`config.mk`:
```
export PLATFORM = sky130hd
export DESIGN_NAME = cbt_ctrl
export DESIGN_NICKNAME = d
export VERILOG_FILES = /design/src/rtl/cbt_pkg.sv /design/src/rtl/cbt_ctrl.sv
export SDC_FILE = /design/constraint.sdc
export NUM_CORES = 1
export LEC_CHECK = 0
export ABC_CLOCK_PERIOD_IN_PS = 2730
export BUFFER_PORTS_ARGS = -buffer_cell sky130_fd_sc_hd__buf_4
export CORE_MARGIN = 2
export CORE_UTILIZATION = 30
export DETAILED_ROUTE_END_ITERATION = 8
export GPL_ROUTABILITY_DRIVEN = 0
export GPL_TIMING_DRIVEN = 1
export PLACE_DENSITY = 0.55
export SLEW_MARGIN = 25
export SYNTH_ARGS = -nofsm -noshare
export SYNTH_HDL_FRONTEND = slang
export SYNTH_SLANG_ARGS = --single-unit
```
`constraint.sdc`:
```
create_clock -name clk -period 2.73 [get_ports clk]
set_input_delay 0.273 -clock clk [delete_from_list [all_inputs] [get_ports clk]]
set_output_delay 0.273 -clock clk [all_outputs]
set_load 0.01 [all_outputs]
```
`src/rtl/cbt_pkg.sv`:
```
// ----------------------------------------------------------------------------
// cbt_pkg: shared constants and types for the cubic bezier tessellator
// widths, defaults and the controller/datapath command and status structs
// ----------------------------------------------------------------------------
package cbt_pkg;
  localparam int MAX_POINTS_DEF = 64;
  localparam int COORD_BITS_DEF = 12;
  localparam int PARAM_FRAC_BITS_DEF = 16;
  localparam int GUARD_BITS = 16;
  localparam int CNT_W = 7;
  localparam int IDX_W = 6;
  localparam int POS_W = 20;
  localparam int COL_W = 8;

  // controller to datapath
  typedef struct packed {
    logic load;       // capture control points, start step divide
    logic div_step;   // one restoring divide iteration
    logic pt_start;   // latch t for the current point
    logic lerp_a;     // first level of lerps
    logic lerp_b;     // second level
    logic lerp_c;     // final lerp and output rounding
    logic last_t;     // force t to one
  } cbt_cmd_t;

  // datapath to controller
  typedef struct packed {
    logic div_done;
  } cbt_sts_t;
endpackage

```
`src/rtl/cbt_ctrl.sv`:
```
// ----------------------------------------------------------------------------
// cbt_ctrl: sequencer for divide, per-point lerp steps and output handshake
// ----------------------------------------------------------------------------
module cbt_ctrl #(
  parameter int MAX_POINTS = cbt_pkg::MAX_POINTS_DEF
) (
  input  logic clk,
  input  logic rst_n,
  input  logic in_valid,
  output logic in_stall,
  input  logic [cbt_pkg::CNT_W-1:0] in_point_count,
  output logic [cbt_pkg::CNT_W-1:0] div_n,
  output cbt_pkg::cbt_cmd_t cmd,
  input  cbt_pkg::cbt_sts_t sts,
  output logic out_valid,
  input  logic out_stall,
  output logic [cbt_pkg::IDX_W-1:0] idx,
  output logic last
);
  import cbt_pkg::*;

  typedef enum logic [6:0] {
    S_IDLE = 7'b0000001, S_DIV = 7'b0000010, S_T = 7'b0000100,
    S_LA = 7'b0001000, S_LB = 7'b0010000, S_LC = 7'b0100000,
    S_OUT = 7'b1000000
  } state_t;

  state_t st_r, st_nxt;
  logic [CNT_W-1:0] n_r, n_nxt, i_r, i_nxt;
  logic [CNT_W-1:0] nsat;
  logic acc;

  always_comb begin
    nsat = (in_point_count > CNT_W'(MAX_POINTS)) ? CNT_W'(MAX_POINTS) : in_point_count;
    acc = in_valid && !in_stall;
  end

  assign in_stall = (st_r != S_IDLE);
  assign out_valid = (st_r == S_OUT);
  assign idx = IDX_W'(i_r);
  assign last = (i_r + CNT_W'(1) == n_r);
  assign div_n = nsat;

  always_comb begin
    st_nxt = st_r; n_nxt = n_r; i_nxt = i_r;
    cmd = '0;
    unique case (st_r)
      S_IDLE: if (acc) begin
        cmd.load = 1'b1; n_nxt = nsat; i_nxt = '0;
        if (nsat == '0) st_nxt = S_IDLE;
        else if (nsat == CNT_W'(1)) st_nxt = S_T;
        else st_nxt = S_DIV;
      end
      S_DIV: begin
        cmd.div_step = 1'b1;
        if (sts.div_done) begin cmd.div_step = 1'b0; st_nxt = S_T; end
      end
      S_T: begin
        cmd.pt_start = 1'b1;
        cmd.last_t = (n_r > CNT_W'(1)) && (i_r + CNT_W'(1) == n_r);
        st_nxt = S_LA;
      end
      S_LA: begin cmd.lerp_a = 1'b1; st_nxt = S_LB; end
      S_LB: begin cmd.lerp_b = 1'b1; st_nxt = S_LC; end
      S_LC: begin cmd.lerp_c = 1'b1; st_nxt = S_OUT; end
      S_OUT: if (!out_stall) begin
        if (last) st_nxt = S_IDLE;
        else begin i_nxt = i_r + CNT_W'(1); st_nxt = S_T; end
      end
      default: st_nxt = S_IDLE;
    endcase
  end

  always_ff @(posedge clk) begin
    if (!rst_n) begin
      st_r <= S_IDLE; n_r <= '0; i_r <= '0;
    end else begin
      st_r <= st_nxt; n_r <= n_nxt; i_r <= i_nxt;
    end
  end
endmodule
```
==> results.tsv <==
metric	value	unit
Yosys top cell by area	dfxtp_1	
RSZ-0062 raised after global routing	no	
largest net degree at the start of global routing	17	
ys async rst share	0	%
layout cell share with drive strength beyond 1	27.37	%
final setup fails	0	
CTS Root Buffer Type	clkbuf_8	
Max Fclk	385.2	MHz
RR Startpoint	i_r[1]	
Req. time, crit path	2460	ps
antenna cells	0	
Hold Path End	st_r[6]	
Placed Instances	238	
Worst R2R End	i_r[0]	
setup bufs post-CTS	0	
Area contributors post-synth	dfxtp_1, nor2b_1, mux2i_1, nor3_1, nand2_1	
Cells after Synth	161	
total design power	0.6644	mW
CTS Buffer Depth	2	
DRC errors left	0	
hold crit path type	input port to register	
mux cell area share after synthesis	4.636	%
WHS Path Cells	3	
Crit Path Class	register to output port	
Post-DP HPWL	2430	µm
Synth-to-Final Area Change	24.98	%
PD cells	402.0	nW/µm²
# nets final	204	
Die Wd	70.40	µm
post-synthesis register bit count	21	
final hold vios	0	
row count	24	
Via Count	1207	
reg2reg setup slack	470	ps
cts hold-fix bufs	0	
largest family of logic cells by synthesized area	simple AND/OR/NAND/NOR gates	
Slowest Stage Delay on Critical Path	540	ps
leading cell type in the layout, fill and taps excluded	buf_4	
leak pwr	0.7383	nW
first-pass GRT wire length	5133	µm
Netlist cell types	45	
prevailing post-synth register cell	dfxtp_1	
Slew @ Worst Pin	453.1	ps
Detailed Route WL	3140	µm
Detailed Routing Iterations Pass 1	4	
number of port buffers	34	
synthesized net count	174	
cell family with most CP delay	simple AND/OR/NAND/NOR gates	
# fillers	467	
Post-CTS Resized	2	
Initial Utilization	30.80	%
die height	70.40	µm
Synth Area in Compound Gates	16.18	%
status	finished, final reports clean	
Detailed Route Iter0 Violations	71	
hold_sp	out_stall	
WP buf/inv	2	
crit path max fanout	9	
Final ANT Viol Nets	0	
TritonCTS Buffers	3	
max-slew violations	0	
CTS tree	built	
via count of the first global-routing pass	1033	
Clock Latency Late Sink	260	ps
Tmin final	2596	ps
startpoint types	register	
Synth warnings	0	
CP max stage cell	or4_4	
average size of a mapped cell	8.214	µm²
Critical Path AT	2320	ps
Max Cap Viol	0	
adder-cell area share of the yosys netlist	0.9461	%
top cell type's share of synthesized area	31.79	%
worst path cell trace	ha_2, nand3_2, or2_4, xnor2_1, or4_4, clkinv_4, o311a_1, buf_4	
Post-synth EDFFs	0	
FF-to-FF path depth	7	
period utilisation layout	95.10	%
Core Area	4294	µm²
gr ovfl total	0	
CTS sink cnt	21	
clock slew seen by the registers of the worst setup and hold paths	90	ps
post-synthesis cell area	1323	µm²
setup_tns	0	ps
routed length per instance	12.98	µm
xor-xnor portion of the synthesized cell area	6.623	%
Vias per Instance	4.988	
initial antenna violation count	0	
die area	4955	µm²
most frequent cells in the layout	buf_4, dfxtp_1, nor2b_1, nand2_1, nor3_1	
simple-gate share of the synthesized area	31.41	%
clock skew	5.747	ps
relative slew slack	69.56	%
fin cells	242	
Seq/Total Area, Yosys	31.79	%
CP endpoint kind	output port	
Ports	35	
H-Tree Depth	1	
Peak VDD IR	0.0002007	V
GR Util All Layers	12.72	%
[through the flow]
step	util, %	instance area [µm²]	hold slack, ps	setup WS [ps]
final	38.49	1653	289.7	133.6
after global routing	38.49	1653	300.7	7.969
after detailed placement	37.09	1593	502.8	232.5
after floorplan	-	1323	418.9	403.0
after CTS	38.32	1645	287.0	12.52
after global placement	37.09	1593	494.0	293.3
[kinds of logic after synthesis]
kind of cell               count (synthesis)
AOI/OAI and AO/OA                         29
xor gates and xnor gates                  10
adders and majority gates                  1
buffers and inverters                     20
DFF                                       21
muxes                                      6
and+or+nand+nor                           74
[report_power, final]
part	internal [mW]	leakage (nW)	total [mW]	switching, mW
clock network	0.103	0.0217	0.214	0.111
logic	0.0599	0.546	0.125	0.0650
registers	0.316	0.171	0.326	0.0100
[worst max path at each step]
stage	from	end	slack [ps]	cells past startpoint
after floorplan	i_r[0]	cmd[0]	400	7
after global placement	i_r[1]	cmd[0]	290	8
after detailed placement	i_r[1]	cmd[0]	230	8
after CTS	i_r[1]	cmd[0]	10	8
after global routing	i_r[1]	cmd[0]	8	8
final	i_r[1]	cmd[0]	130	8
[registers in the layout (all words and copies together), names as in the netlist]
name / cells
i_r: 7
n_r: 7
st_r: 7
[cells in the mapped netlist, drive strengths merged, types with 2 or more instances]
master,n
a211oi,2
a21oi,5
a221o,4
a22o,2
and3,6
buf,10
clkbuf,3
dfxtp,21
inv,6
mux2i,5
nand2,13
nand2b,7
nand3,3
nor2,10
nor2b,13
nor3,10
nor4b,2
o211ai,3
o21ai,7
or4,3
xnor2,5
xor2,5
[area by class of cell]
type	count	area (µm²)	share of cell area, %
clock buffer	3	41.29	2.498
timing repair buffer	38	285.3	17.26
clock inverter	1	7.507	0.4542
tap	52	65.06	3.936
inverter	7	31.28	1.893
multi-input combinational	120	800.8	48.45
sequential	21	421.7	25.51
[routing by layer]
layer	vias to the layer above	routed length [µm]	global-route usage, %
met3	2	101	1.732
li1	621	-	-
met1	557	1639	19.21
met4	0	34	3.846
met2	27	1364	18.55
met5	-	0	0
[worst reg2reg max path: cells and delay by family (launching register included)]
| family | cells | cell delay, ps |
|---|---|---|
| multiplexers | 1 | 220 |
| AND/OR/NAND/NOR | 3 | 950 |
| adder cells (fa/ha/maj) | 1 | 220 |
| flip-flops | 1 | 370 |
| AO/OA/AOI/OAI | 1 | 330 |
| XOR/XNOR | 1 | 120 |
No activity file was read; power rests on OpenSTA's default activity.
